`config.mk`:
```
export PLATFORM = sky130hd
export DESIGN_NAME = integer_to_ascii_formatter_flat
export DESIGN_NICKNAME = d
export VERILOG_FILES = /design/src/hdl/iaf_pkg.sv /design/src/hdl/iaf_if.sv /design/src/hdl/iaf_front.sv /design/src/hdl/iaf_back.sv /design/src/hdl/integer_to_ascii_formatter.sv /design/src/flat_wrapper.sv
export SDC_FILE = /design/constraint.sdc
export NUM_CORES = 1
export LEC_CHECK = 0
export BUFFER_PORTS_ARGS = -buffer_cell sky130_fd_sc_hd__buf_4
export CAP_MARGIN = 10
export CORE_MARGIN = 5
export CORE_UTILIZATION = 45
export DETAILED_ROUTE_END_ITERATION = 12
export GPL_ROUTABILITY_DRIVEN = 0
export GPL_TIMING_DRIVEN = 0
export PLACE_DENSITY = 0.73
export RECOVER_POWER = 100
export SYNTH_ARGS = -nofsm -noshare
export SYNTH_HDL_FRONTEND = slang
export SYNTH_SLANG_ARGS = --single-unit
```
`constraint.sdc`:
```
create_clock -name clk -period 7.25 [get_ports clk]
set_input_delay 0.725 -clock clk [delete_from_list [all_inputs] [get_ports clk]]
set_output_delay 0.725 -clock clk [all_outputs]
set_load 0.03 [all_outputs]
```
`src/hdl/iaf_pkg.sv`:
```
// Package for the integer to ASCII formatter: command codes, character
// constants, the work record passed from front to back, and helpers.
// No dependencies.
package iaf_pkg;

  // Command codes carried on the input channel.
  localparam logic [1:0] CMD_SDEC = 2'd0;
  localparam logic [1:0] CMD_UDEC = 2'd1;
  localparam logic [1:0] CMD_LHEX = 2'd2;
  localparam logic [1:0] CMD_UHEX = 2'd3;

  // Character constants.
  localparam logic [6:0] CHAR_ZERO  = 7'd48;
  localparam logic [6:0] CHAR_MINUS = 7'd45;
  // Offsets that map digit values ten to fifteen onto letters.
  localparam logic [6:0] LOWER_OFS  = 7'd87;
  localparam logic [6:0] UPPER_OFS  = 7'd55;

  // Reciprocal of ten: floor(x * RECIP10 / 2**35) == x / 10 for any 32-bit x.
  localparam logic [31:0] RECIP10     = 32'hCCCC_CCCD;
  localparam int          RECIP_SHIFT = 35;

  localparam int MAX_DIGITS = 10;
  localparam int DIGIT_IDX_W = 4;

  // One classified number, ready for conversion.
  typedef struct packed {
    logic        neg;    // print a leading minus sign
    logic        hex;    // base sixteen instead of ten
    logic        upper;  // uppercase hex letters
    logic [31:0] mag;    // unsigned magnitude to convert
  } iaf_job_t;

  // Digit value to its ASCII code.
  function automatic logic [6:0] digit_to_ascii(input logic [3:0] d, input logic upper);
    logic [6:0] ofs;
    begin
      if (d < 4'd10) begin
        ofs = CHAR_ZERO;
      end else if (upper) begin
        ofs = UPPER_OFS;
      end else begin
        ofs = LOWER_OFS;
      end
      digit_to_ascii = ofs + {3'b000, d};
    end
  endfunction

endpackage

```
`src/hdl/iaf_if.sv`:
```
// Channel interfaces of the integer to ASCII formatter: the number channel
// and the character channel, each with valid/ready handshake. No dependencies.
interface iaf_num_if;
  logic        valid;
  logic        ready;
  logic [1:0]  command;
  logic [31:0] value;

  modport source (output valid, output command, output value, input ready);
  modport sink (input valid, input command, input value, output ready);
endinterface

interface iaf_char_if;
  logic       valid;
  logic       ready;
  logic [6:0] ascii_char;
  logic [3:0] char_position;
  logic       last;

  modport source (output valid, output ascii_char, output char_position, output last,
                  input ready);
  modport sink (input valid, input ascii_char, input char_position, input last,
                output ready);
endinterface

```
`src/hdl/iaf_front.sv`:
```
// Front part of the formatter: takes numbers, classifies them into a work
// record and holds up to two records in a queue. Depends on iaf_pkg, iaf_if.
module iaf_front (
  input  logic               clk,
  input  logic               rst,
  iaf_num_if.sink            num,
  output logic               job_valid,
  input  logic               job_ready,
  output iaf_pkg::iaf_job_t  job
);

  iaf_pkg::iaf_job_t entries [2];
  logic              wr_ptr;
  logic              rd_ptr;
  logic [1:0]        count;
  iaf_pkg::iaf_job_t classified;
  logic              push;
  logic              pop;

  always_comb begin
    classified.neg   = (num.command == iaf_pkg::CMD_SDEC) && num.value[31];
    classified.hex   = (num.command == iaf_pkg::CMD_LHEX) ||
                       (num.command == iaf_pkg::CMD_UHEX);
    classified.upper = (num.command == iaf_pkg::CMD_UHEX);
    classified.mag   = classified.neg ? (32'd0 - num.value) : num.value;
  end

  assign num.ready = (count != 2'd2);
  assign push      = num.valid && num.ready;
  assign job_valid = (count != 2'd0);
  assign pop       = job_valid && job_ready;
  assign job       = entries[rd_ptr];

  always_ff @(posedge clk) begin
    if (push) begin
      entries[wr_ptr] <= classified;
    end
  end

  always_ff @(posedge clk) begin
    if (rst) begin
      wr_ptr <= 1'b0;
      rd_ptr <= 1'b0;
      count  <= 2'd0;
    end else begin
      if (push) begin
        wr_ptr <= ~wr_ptr;
      end
      if (pop) begin
        rd_ptr <= ~rd_ptr;
      end
      if (push && !pop) begin
        count <= count + 2'd1;
      end else if (pop && !push) begin
        count <= count - 2'd1;
      end
    end
  end

endmodule

```
`src/hdl/iaf_back.sv`:
```
// Back part of the formatter: splits the magnitude into digits, least
// significant first, then sends the text out most significant first.
// Depends on iaf_pkg, iaf_if.
module iaf_back (
  input  logic               clk,
  input  logic               rst,
  input  logic               job_valid,
  output logic               job_ready,
  input  iaf_pkg::iaf_job_t  job,
  iaf_char_if.source         chars
);

  typedef enum logic [3:0] {
    S_IDLE = 4'b0001,
    S_MUL  = 4'b0010,
    S_REM  = 4'b0100,
    S_EMIT = 4'b1000
  } state_t;

  state_t     state;
  logic [31:0] mag;
  logic [63:0] prod;
  logic        neg;
  logic        hex;
  logic        upper;
  logic [3:0]  digits [iaf_pkg::MAX_DIGITS];
  logic [iaf_pkg::DIGIT_IDX_W-1:0] cnt;
  logic [iaf_pkg::DIGIT_IDX_W-1:0] idx;
  logic        minus_pending;
  logic [3:0]  pos;

  logic        out_valid;
  logic [6:0]  out_char;
  logic [3:0]  out_pos;
  logic        out_last;

  logic [31:0] quo;
  logic [31:0] quo_times10;
  logic [31:0] diff;
  logic [3:0]  rem;
  logic        advance;

  assign job_ready = (state == S_IDLE);
  assign advance   = !out_valid || chars.ready;

  // Quotient and remainder of one digit step.
  always_comb begin
    if (hex) begin
      quo = {4'b0000, mag[31:4]};
    end else begin
      quo = {3'b000, prod[63:iaf_pkg::RECIP_SHIFT]};
    end
    quo_times10 = {quo[28:0], 3'b000} + {quo[30:0], 1'b0};
    diff        = mag - quo_times10;
    rem         = hex ? mag[3:0] : diff[3:0];
  end

  always_ff @(posedge clk) begin
    if (state == S_MUL) begin
      prod <= 64'(mag) * 64'(iaf_pkg::RECIP10);
    end
    if (state == S_REM) begin
      digits[cnt] <= rem;
    end
  end

  always_ff @(posedge clk) begin
    if (rst) begin
      state     <= S_IDLE;
      out_valid <= 1'b0;
    end else begin
      if (chars.ready && (state != S_EMIT)) begin
        out_valid <= 1'b0;
      end
      case (state)
        S_IDLE: begin
          if (job_valid) begin
            mag   <= job.mag;
            neg   <= job.neg;
            hex   <= job.hex;
            upper <= job.upper;
            cnt   <= '0;
            state <= job.hex ? S_REM : S_MUL;
          end
        end
        S_MUL: begin
          state <= S_REM;
        end
        S_REM: begin
          mag <= quo;
          cnt <= cnt + (iaf_pkg::DIGIT_IDX_W)'(1);
          if (quo == 32'd0) begin
            idx           <= cnt;
            minus_pending <= neg;
            pos           <= 4'd1;
            state         <= S_EMIT;
          end else begin
            state <= hex ? S_REM : S_MUL;
          end
        end
        S_EMIT: begin
          if (advance) begin
            out_valid <= 1'b1;
            out_pos   <= pos;
            pos       <= pos + 4'd1;
            if (minus_pending) begin
              out_char      <= iaf_pkg::CHAR_MINUS;
              out_last      <= 1'b0;
              minus_pending <= 1'b0;
            end else begin
              out_char <= iaf_pkg::digit_to_ascii(digits[idx], upper);
              out_last <= (idx == '0);
              if (idx == '0) begin
                state <= S_IDLE;
              end else begin
                idx <= idx - (iaf_pkg::DIGIT_IDX_W)'(1);
              end
            end
          end
        end
        default: begin
          state <= S_IDLE;
        end
      endcase
    end
  end

  assign chars.valid         = out_valid;
  assign chars.ascii_char    = out_char;
  assign chars.char_position = out_pos;
  assign chars.last          = out_last;

endmodule

```
`src/hdl/integer_to_ascii_formatter.sv`:
```
// Top level of the integer to ASCII formatter. Connects the front part
// (iaf_front) and the back part (iaf_back). Depends on iaf_pkg, iaf_if.

// Each number transferred on the num channel, with a command for signed
// decimal, unsigned decimal, lowercase hex or uppercase hex, comes out on the
// chars channel as ASCII text, one character per transfer, most significant
// digit first, with no leading zeros; zero prints as a single "0", and a
// negative signed value gets a leading minus sign. Every character carries its
// position in the text, counting from one, and the last flag marks the final
// character of each number. The converter picks up a number from the queue,
// then works out its digits (for each decimal digit a registered multiply
// by the reciprocal of ten, then the remainder step; for each hex digit the
// remainder step alone), then sends one character per cycle while the chars
// side keeps ready high. A two-entry queue between the input side and the
// converter lets numbers be taken while earlier text is still going out,
// and the last character stays on the chars channel until it is taken.
module integer_to_ascii_formatter (
  input logic         clk,
  input logic         rst,
  iaf_num_if.sink     num,
  iaf_char_if.source  chars
);

  // Classified numbers waiting for the converter.
  logic              job_valid;
  logic              job_ready;
  iaf_pkg::iaf_job_t job;

  iaf_front u_front (
    .clk       (clk),
    .rst       (rst),
    .num       (num),
    .job_valid (job_valid),
    .job_ready (job_ready),
    .job       (job)
  );

  // Digit conversion and character output.
  iaf_back u_back (
    .clk       (clk),
    .rst       (rst),
    .job_valid (job_valid),
    .job_ready (job_ready),
    .job       (job),
    .chars     (chars)
  );

endmodule

```
`src/flat_wrapper.sv`:
```
// flat-port wrapper written by rule: the top's interface ports become plain ports
module integer_to_ascii_formatter_flat 
  (clk, rst, num_valid, num_command, num_value, num_ready, chars_valid, chars_ascii_char, chars_char_position, chars_last, chars_ready);
  iaf_num_if num_i ();
  iaf_char_if chars_i ();
  input logic clk;
  input logic rst;
  input wire logic [$bits(num_i.valid)-1:0] num_valid;
  input wire logic [$bits(num_i.command)-1:0] num_command;
  input wire logic [$bits(num_i.value)-1:0] num_value;
  output wire logic [$bits(num_i.ready)-1:0] num_ready;
  output wire logic [$bits(chars_i.valid)-1:0] chars_valid;
  output wire logic [$bits(chars_i.ascii_char)-1:0] chars_ascii_char;
  output wire logic [$bits(chars_i.char_position)-1:0] chars_char_position;
  output wire logic [$bits(chars_i.last)-1:0] chars_last;
  input wire logic [$bits(chars_i.ready)-1:0] chars_ready;
  assign num_i.valid = num_valid;
  assign num_i.command = num_command;
  assign num_i.value = num_value;
  assign num_ready = num_i.ready;
  assign chars_valid = chars_i.valid;
  assign chars_ascii_char = chars_i.ascii_char;
  assign chars_char_position = chars_i.char_position;
  assign chars_last = chars_i.last;
  assign chars_i.ready = chars_ready;
  integer_to_ascii_formatter u_core (.clk(clk), .rst(rst), .num(num_i), .chars(chars_i));
endmodule
```
==> results by group, run 1 <==
Hold path
  – Min-delay worst type: input pin to flop
  – Hold path endpoint: u_core.u_back.state[3]
  – Hold Path Depth: 2
  – Min-delay src: rst

Outcome
  – Run status: finished, violations left
  – Violated checks: capacitance limit, slew limit, setup timing

Yosys
  – FF+latch count, synth: 213
  – EDFF count, synth: 199
  – Seq/Total Area, Yosys: 23.6%
  – Post-synth ARST share: 0%
  – Synth top area cells: fa_1, edfxtp_1, ha_1, inv_1, a21oi_1
  – Share of the synthesized area in the top cell type: just under 30%
  – Mapped Area: 26500 um^2
  – Yosys top cell by area: fa_1
  – Mapped Cells: 2437
  – Post-Synth Adder-Cell Area: 46.3%
  – Post-Syn Nets: 3222
  – Post-synth top flop: edfxtp_1
  – Largest family of logic cells by synthesized area: adder cells
  – Post-Synth Simple-Gate Area: 6.76%
  – Post-synthesis mux area share: 2.62%
  – XOR/XNOR Fraction of Synth Area: 3.94%
  – Complex-gate fraction of the synthesized area: under 10%
  – Synth cell types: 74
  – Syn avg cell area: 10.9 um^2
  – Number of synthesis warnings: 0

STA
  – Setup TNS: -0.327 ns
  – RSZ-0062 raised after global routing: true
  – Final Max Tran Viols: roughly 120
  – Final hold violations: 0
  – Rel. slew slack: -32.4%
  – Setup violators final: 9
  – Worst Skew: around 0.007 ns
  – Tmin final: ~7.4 ns
  – Worst-margin pin slew: 1.99 ns
  – Post-route worst setup slack: -0.106 ns
  – Fmax: roughly 140 MHz
  – Tcrit/Tclk final: 101%

Global routing
  – GRT Total Usage: 22.2%
  – Vias in the first global route: 20400
  – Total grt overflow: 0
  – Initial antenna violation count: 1
  – Global-route wire length before repair: 112 mm
  – Largest net degree at the start of global routing: 36

Clock tree
  – Num CTS Buffers: 18
  – Clock transition at path regs: ~0.07 ns
  – CTS tree: yes
  – H-tree levels: 1
  – Clock Latency Late Sink: 0.48 ns
  – Root buf cell: clkbuf_16
  – Clk sinks: around 210
  – CTS max path bufs: 3

Place
  – DPL Wire Length: about 57 mm
  – Port bufs: a little over 50

Floorplan
  – Die height: 253 um
  – IO Count: 52
  – Core region area: 58700 um^2
  – FP Rows: 89
  – Initial Util: 45.1%
  – Die width: 253 um
  – Die ar.: 63800 um^2

Setup path
  – CP required: 7.46 ns
  – FF-to-FF Start: u_core.u_back.mag[7]
  – Data arrival time of the worst path: 7.57 ns
  – R2r endpoint: u_core.u_back.prod[63]
  – Worst setup path class: flop to flop
  – CP Max Fanout: 7
  – R2R cell count: 24
  – Reg-to-reg setup timing slack: -0.11 ns
  – Critical path launch point type: flop
  – Endpoint class of the critical path: flop

Detailed routing
  – Post-route ant nets: 0
  – Drt wl/cell: roughly 21 um
  – Post-route DRC: 0
  – DRT iter0 DRCs: roughly 1900
  – Vias: 19100
  – Total Wirelength: 72.2 mm
  – Vias/cell: 5.57
  – DRT Pass-1 Iters: 6

Cells and area
  – Area grow syn2layout: 15.0%
  – Layout Nets: 3427
  – Layout cell share with drive strength beyond 1: 13.9%
  – Layout filler cell count: 4845
  – N_diodes: 0

Job
  – Max Cap Viol: 4
==> synth_stat cells, drive strengths merged, types with 33 or more instances <==
cell type	count
edfxtp	199
fa	387
ha	360
inv	608
a211oi	33
a21oi	115
xor2	64
xnor2	55
mux2i	39
nor2b	42
o21ai	53
clkbuf	36
nand2	72
nor2	82
a21o	38
==> worst max-delay path by stage <==
stage,endpoint,start,slack [ns],depth (start not counted)
4_1_cts,u_core.u_back.prod[62],u_core.u_back.mag[12],-0.002,23
5_1_grt,u_core.u_back.prod[63],u_core.u_back.mag[4],-0.29,27
3_5_place_dp,u_core.u_back.prod[62],u_core.u_back.mag[9],-1.46,23
6_report,u_core.u_back.prod[63],u_core.u_back.mag[7],-0.11,24
2_1_floorplan,u_core.u_back.prod[57],u_core.u_back.mag[18],0.34,24
3_3_place_gp,u_core.u_back.prod[62],u_core.u_back.mag[9],-1.32,23
==> area by class of cell <==
type	instances	area [um^2]	area share, %
tap	773	967	3.18
clock buffer	24	483	1.59
sequential	213	6260	20.5
timing repair buffer	188	1370	4.49
multi-input combinational	1573	18900	61.9
inverter	608	2290	7.52
buffer	40	188	0.616
clock inverter	6	37.5	0.123
==> metal layers <==
metal | part of all wire, % | track usage [%] | up-vias
li1 | - | - | 8362
met1 | 38 | 28.4 | 9551
met2 | 48 | 37.2 | 905
met3 | 7.5 | 3.47 | 271
met4 | 6.5 | 10.2 | 0
met5 | 0 | 0 | -
==> registers in the layout (all words and copies together), names as in the netlist, named ones only <==
signal / count
u_core.u_back.chars.last: 1
u_core.u_back.mag: 32
u_core.u_front.wr_ptr: 1
u_core.u_back.neg: 1
u_core.u_back.digits: 40
u_core.u_back.prod: 29
u_core.u_back.chars.valid: 1
u_core.u_front.entries: 70
u_core.u_front.count: 2
u_core.u_front.rd_ptr: 1
u_core.u_back.state: 4
u_core.u_back.idx: 4
u_core.u_back.chars.ascii_char: 7
u_core.u_back.pos: 4
u_core.u_back.cnt: 4
u_core.u_back.upper: 1
u_core.u_back.hex: 1
u_core.u_back.chars.char_position: 4
u_core.u_back.minus_pending: 1
==> critical path: stages, from the launching register on <==
cell and delay [ns]:
edfxtp_1 0.49, ha_1 0.23, clkbuf_1 0.45, xor2_1 0.14
ha_1 0.34, fa_2 0.60, inv_1 0.07, fa_1 0.50
inv_1 0.06, fa_1 0.55, fa_1 0.44, fa_1 0.52
fa_1 0.46, ha_4 0.36, nand2_4 0.08, nor4_4 0.29
buf_4 0.17, a31oi_4 0.11, a211oi_4 0.30, buf_12 0.17
a31oi_4 0.13, buf_4 0.19, o21ai_4 0.15, o41ai_4 0.10
xnor2_1 0.17
==> cells by family after synthesis <==
group,count (synthesis)
multiplexers,58
AO/OA/AOI/OAI,313
AND/OR/NAND/NOR,336
adder cells (fa/ha/maj),747
buffers and inverters,651
XOR/XNOR,119
flip-flops,213
==> repair_timing <==
item	CTS	global route
hold buffers	0	0
buffers inserted	93	40
pin swaps	44	50
setup endpoints to repair	28	24
cloned	0	0
resized for setup	138	102
==> through the flow <==
step	std cells	util (%)	hold slack, ns	area, um^2	worst slack [ns]
CTS	3387	50.8	0.462	29800	-0.00218
global placement	3261	47.4	0.459	27800	-1.32
global route	3425	51.9	0.448	30500	-0.285
detailed placement	3266	47.6	0.478	27900	-1.46
floorplan	2437	-	0.448	26500	0.341
finish	3425	51.9	0.449	30500	-0.106
==> cell usage in the layout, fill, tap and decap left out, drive strengths merged, types with 14 or more instances in the layout <==
master / instances
nor4: 21
and2: 18
dfxtp: 14
buf: 169
nor3: 15
a21oi: 115
edfxtp: 199
nor2: 82
xor2: 64
nand2: 72
nor2b: 42
nand3: 19
a21o: 38
fa: 387
nand4: 17
ha: 360
a211oi: 33
clkbuf: 83
mux2i: 39
o21ai: 53
xnor2: 55
inv: 606
Power of run 1 is left out: the tool's default activity adds up to more than one toggle a clock period on the data nets, which glitch-free logic cannot reach.
==> run 2: changes to the inputs <==
- PLACE_DENSITY: 0.73 -> 0.66
==> results by group, run 2 (synthesis gave the netlist of run 1 again) <==
Cells and area
  – Layout filler cell count: 5038 (+4.0%)
  – Most common cell after layout, fill and taps aside: inv_1
  – Layout cell share with drive strength beyond 1: 14.1% (+0.16 points)
  – Commonest non-fill, non-tap cells in the layout: inv_1, fa_1, ha_1, edfxtp_1, buf_4
  – Max reg flops: 70 (unchanged)
  – Layout Nets: 3431 (+0.12%)
  – Biggest regs: u_core.u_front.entries (70), u_core.u_back.digits (40), u_core.u_back.mag (32)
  – N_diodes: 0 (unchanged)
  – Final Util: 51.9% (about the same)
  – Area grow syn2layout: 15.1% (about the same)
  – Biggest register: u_core.u_front.entries

STA
  – Tcrit/Tclk final: 102% (+0.19 points)
  – RSZ-0062 raised after global routing: true
  – Worst-margin pin slew: 1.97 ns (-0.0132 ns)
  – Worst Skew: 0.00915 ns (+0.00212 ns)
  – Setup violators final: 3 (-6)
  – Final hold violations: 0 (unchanged)
  – Hold slack: 0.462 ns (+0.0125 ns)
  – Rel. slew slack: -31.5% (+0.88 points)
  – Tmin final: 7.37 ns (+0.0140 ns)
  – Post-route worst setup slack: -0.120 ns (-0.0140 ns)
  – Final Max Tran Viols: 84 (-29%)
  – Fmax: 136 MHz (-0.19%)

Clock tree
  – Clk sinks: 213 (unchanged)
  – CTS max path bufs: 3 (unchanged)
  – Clock transition at path regs: 0.07 ns (about the same)
  – Root buf cell: clkbuf_16
  – H-tree levels: 1 (unchanged)
  – Clock Latency Late Sink: 0.49 ns (about the same)
  – CTS tree: yes
  – Num CTS Buffers: 19 (+1)

Detailed routing
  – Vias/cell: 5.43 (-2.5%)
  – Vias: 18600 (-2.4%)
  – Total Wirelength: 72.0 mm (-0.25%)
  – DRT iter0 DRCs: 1123 (-40%)
  – DRT Pass-1 Iters: 5 (-1)
  – Post-route DRC: 0 (unchanged)
  – Post-route ant nets: 0 (unchanged)
  – Drt wl/cell: 21.0 um (-0.39%)

Floorplan
  – Die ar.: 63800 um^2 (unchanged)
  – Die height: 253 um (unchanged)
  – IO Count: 52 (unchanged)
  – Core region area: 58700 um^2 (unchanged)
  – Initial Util: 45.1% (unchanged)
  – FP Rows: 89 (unchanged)
  – Die width: 253 um (unchanged)

Place
  – Pre-CTS setup slack: -1.55 ns (-0.0897 ns)
  – Port bufs: 51 (unchanged)
  – DPL Wire Length: 57.8 mm (+2.1%)

Setup path
  – Endpoint class of the critical path: flop
  – Worst setup path class: flop to flop
  – CP required: 7.47 ns (about the same)
  – CP Max Fanout: 4 (-3)
  – Data arrival time of the worst path: 7.59 ns (+0.02 ns)
  – Critical path launch point type: flop

Global routing
  – Global-route wire length before repair: 112 mm (about the same)
  – Initial antenna violation count: 1 (unchanged)
  – Layer with the highest usage: met2
  – Total grt overflow: 0 (unchanged)
  – GRT met2 Usage: 37.2% (+0.069 points)
  – Met1 GRT Util: 29.7% (+1.3 points)
  – Largest net degree at the start of global routing: 36 (unchanged)
  – GRT Total Usage: 22.5% (+0.35 points)
  – Vias in the first global route: 19800 (-2.5%)
  – Met3 Track Usage GR: 3.48% (+0.010 points)

Outcome
  – Violated checks: capacitance limit, slew limit, setup timing
  – Run status: finished, violations left

Hold path
  – Min-delay worst type: input pin to flop

Job
  – Max Cap Viol: 3 (-1)
[run 2: worst max-delay path, cell delays in order (launching register included)]
cell and delay, ns:
edfxtp_1 0.52, buf_6 0.16, ha_4 0.15, clkinvlp_4 0.13, buf_4 0.16, fa_1 0.50, inv_1 0.05, fa_1 0.50
inv_1 0.05, fa_1 0.50, inv_1 0.05, fa_1 0.56, fa_1 0.45, fa_1 0.52, fa_1 0.45, ha_4 0.34
nand2_1 0.19, o21ai_1 0.64, nand2_1 0.21, a21boi_4 0.24, a31oi_4 0.10, o211ai_1 0.31, a21oi_1 0.12, xnor2_1 0.17
[run 2: through the flow]
step                      instance area, um^2  instances  setup TNS [ns]
after detailed placement                27900       3266          -28.98
after CTS                               29900       3381               0
after global routing                    30500       3430           -1.28
after global placement                  27800       3261          -26.32
after floorplan                         26500       2437               0
final                                   30500       3430          -0.247
[run 2: layout make-up]
type | instances | area (um^2) | share of cell area (%)
Multi-Input combinational cell | 1573 | 18800 | 61.7
Sequential cell | 213 | 6260 | 20.5
Inverter | 608 | 2290 | 7.53
Timing Repair Buffer | 192 | 1420 | 4.66
Tap cell | 773 | 967 | 3.17
Clock buffer | 27 | 505 | 1.66
Buffer | 39 | 171 | 0.562
Clock inverter | 5 | 47.5 | 0.156
[run 2: worst paths after layout]
path	from	to	slack, ns	depth (start not counted)
setup / recovery	u_core.u_back.mag[13]	u_core.u_back.prod[62]	-0.12	23
hold / removal	rst	u_core.u_back.state[3]	0.46	2
setup reg to reg	u_core.u_back.mag[13]	u_core.u_back.prod[62]	-0.12	23
hold reg to reg	u_core.u_back.pos[3]	u_core.u_back.chars.char_position[3]	0.49	0
[run 2: repair_timing]
| item | in CTS | in global routing |
|---|---|---|
| hold buffers | 0 | 0 |
| buffers inserted | 87 | 48 |
| cloned | 0 | 0 |
| endpoints found under the setup margin | 29 | 22 |
| gates resized for setup | 139 | 84 |
| pin swaps | 28 | 66 |
[run 2: routing by layer]
| layer | up-vias | wire (um) |
|---|---|---|
| met4 | 2 | 4280 |
| li1 | 8358 | - |
| met3 | 200 | 4460 |
| met1 | 9400 | 29200 |
| met5 | - | 15 |
| met2 | 677 | 34100 |
Power of run 2 is left out for the same reason.
==> run 3: changes to the inputs <==
- BUFFER_PORTS_ARGS: -buffer_cell sky130_fd_sc_hd__buf_4 -> -buffer_cell sky130_fd_sc_hd__buf_2
==> results by group, run 3 (synthesis gave the netlist of run 1 again) <==
Outcome
  – Run status: finished, violations left
  – Violated checks: capacitance limit, slew limit, setup timing

Clock tree
  – Clock Latency Late Sink: 0.49 ns (about the same)
  – Hold buffer count at cts: 0 (unchanged)
  – CTS tree: yes
  – Root buf cell: clkbuf_16
  – H-tree levels: 1 (unchanged)
  – Clock transition at path regs: 0.07 ns (about the same)
  – Num CTS Buffers: 19 (unchanged)
  – Clk sinks: 213 (unchanged)
  – CTS max path bufs: 3 (unchanged)

Detailed routing
  – Drt wl/cell: 20.9 um (-0.35%)
  – Total Wirelength: 72.1 mm (+0.11%)
  – Vias: 18600 (-0.059%)
  – DRT iter0 DRCs: 1361 (+21%)
  – DRT Pass-1 Iters: 7 (+2)
  – Post-route ant nets: 0 (unchanged)
  – Vias/cell: 5.41 (-0.52%)
  – Post-route DRC: 0 (unchanged)

Setup path
  – FF-to-FF Start: u_core.u_back.mag[9]
  – CP Max Fanout: 6 (+2)
  – Endpoint class of the critical path: flop
  – Critical path launch point type: flop
  – Reg-to-reg setup timing slack: -0.04 ns (+0.08 ns)
  – Data arrival time of the worst path: 7.51 ns (-0.08 ns)
  – Worst setup path class: flop to flop
  – CP required: 7.48 ns (about the same)
  – R2r endpoint: u_core.u_back.prod[62]
  – R2R cell count: 23 (unchanged)

Place
  – Port bufs: 51 (unchanged)
  – DPL Wire Length: 57.2 mm (-1.1%)

STA
  – Worst-margin pin slew: 1.94 ns (-0.0331 ns)
  – RSZ-0062 raised after global routing: true
  – Tcrit/Tclk final: 101% (-1.1 points)
  – Worst Skew: 0.0118 ns (+0.00262 ns)
  – Hold slack: 0.492 ns (+0.0298 ns)
  – Rel. slew slack: -29.3% (+2.2 points)
  – Final hold violations: 0 (unchanged)
  – Tmin final: 7.29 ns (-0.0822 ns)
  – Setup violators final: 3 (unchanged)
  – Final Max Tran Viols: 117 (+39%)
  – Post-route worst setup slack: -0.0376 ns (+0.0822 ns)
  – Fmax: 137 MHz (+1.1%)

Global routing
  – Largest net degree at the start of global routing: 36 (unchanged)
  – GRT Total Usage: 22.6% (+0.042 points)
  – Initial antenna violation count: 0 (-1)
  – Vias in the first global route: 19900 (+0.37%)
  – Global-route wire length before repair: 112 mm (+0.12%)
  – Total grt overflow: 0 (unchanged)

Cells and area
  – Layout cell share with drive strength beyond 1: 14.7% (+0.63 points)
  – Layout filler cell count: 4987 (-1.0%)
  – N_diodes: 0 (unchanged)
  – Most common cell after layout, fill and taps aside: inv_1
  – Biggest regs: u_core.u_front.entries (70), u_core.u_back.digits (40), u_core.u_back.mag (32)
  – Biggest register: u_core.u_front.entries
  – Sequential cell area: 6260 um^2 (unchanged)
  – Area grow syn2layout: 15.7%
  – Multi-input logic area: 18800 um^2 (+0.13%)
  – Max reg flops: 70 (unchanged)
  – Commonest non-fill, non-tap cells in the layout: inv_1, fa_1, ha_1, edfxtp_1, buf_4
  – Layout Nets: 3446 (+0.44%)

Floorplan
  – Die ar.: 63800 um^2 (unchanged)
  – Initial Util: 45.1% (unchanged)
  – IO Count: 52 (unchanged)
  – FP Rows: 89 (unchanged)
  – Die height: 253 um (unchanged)
  – Die width: 253 um (unchanged)
  – Core region area: 58700 um^2 (unchanged)

Hold path
  – Hold path endpoint: u_core.u_back.chars.char_position[1]
  – Min-delay worst type: flop to flop
  – Hold Path Depth: 0 (-2)
  – Min-delay src: u_core.u_back.pos[1]

Job
  – Max Cap Viol: 4 (+1)
==> run 3: cell types whose count changed in the layout (fill, tap and decap cells not counted), sizes merged <==
| cell | change |
|---|---|
| buf | +11 |
| bufinv | +2 |
| clkbuf | +3 |
| clkinv | -1 |
| clkinvlp | +1 |
==> run 3: metal layers <==
| metal | GRT usage (%) | wire [um] |
|---|---|---|
| met3 | 2.72 | 4450 |
| met4 | 10.1 | 4770 |
| met2 | 37.2 | 33500 |
| met1 | 30.1 | 29400 |
| met5 | 0 | 0 |
==> run 3: worst max path at each step <==
stage	start	end	slack (ns)	cells after the start
6_report	u_core.u_back.mag[9]	u_core.u_back.prod[62]	-0.04	23
3_5_place_dp	u_core.u_back.mag[9]	u_core.u_back.prod[62]	-1.56	23
4_1_cts	u_core.u_back.mag[23]	u_core.u_back.prod[62]	-0.01	22
5_1_grt	u_core.u_back.mag[9]	u_core.u_back.prod[62]	-0.16	23
3_3_place_gp	u_core.u_back.mag[9]	u_core.u_back.prod[62]	-1.39	23
2_1_floorplan	u_core.u_back.mag[18]	u_core.u_back.prod[57]	0.34	24
==> run 3: layout make-up <==
type / instances / area share [%]
Clock buffer: 26 / 1.70
Inverter: 608 / 7.50
Tap cell: 773 / 3.16
Multi-Input combinational cell: 1573 / 61.5
Timing Repair Buffer: 208 / 4.82
Buffer: 38 / 0.559
Clock inverter: 7 / 0.363
Sequential cell: 213 / 20.4
==> run 3: what timing repair did <==
item,CTS,global route
pin swaps,36,65
gates resized for setup,132,107
setup endpoints to repair,29,23
setup buffers,99,52
==> run 3: worst max-delay path: stages (launching register included) <==
cell and delay, ns:
edfxtp_1 0.42, buf_4 0.15, buf_4 0.15, buf_4 0.15, ha_4 0.33, xor2_1 0.42
ha_1 0.22, nand2b_1 0.13, fa_1 0.48, fa_1 0.53, fa_1 0.44, fa_1 0.51
fa_1 0.41, ha_1 0.30, ha_1 0.41, a21oi_1 0.12, o21ai_0 0.67, a21oi_1 0.18
o31ai_1 0.25, nand2_1 0.14, a2bb2oi_1 0.19, o211ai_1 0.14, a21oi_1 0.11, xnor2_1 0.16
==> run 3: per-stage QoR <==
step / TNS (ns) / std cells / worst slack (ns) / utilization (%) / cell area, um^2
after detailed placement: -29.84 / 3266 / -1.56 / 47.4 / 27800
after global placement: -26.20 / 3261 / -1.39 / 47.2 / 27700
final: -0.0749 / 3446 / -0.0376 / 52.2 / 30600
after CTS: -0.0111 / 3396 / -0.0111 / 50.9 / 29900
after floorplan: 0 / 2437 / 0.341 / - / 26500
after global routing: -0.813 / 3446 / -0.156 / 52.2 / 30600
Power of run 3 is left out for the same reason.
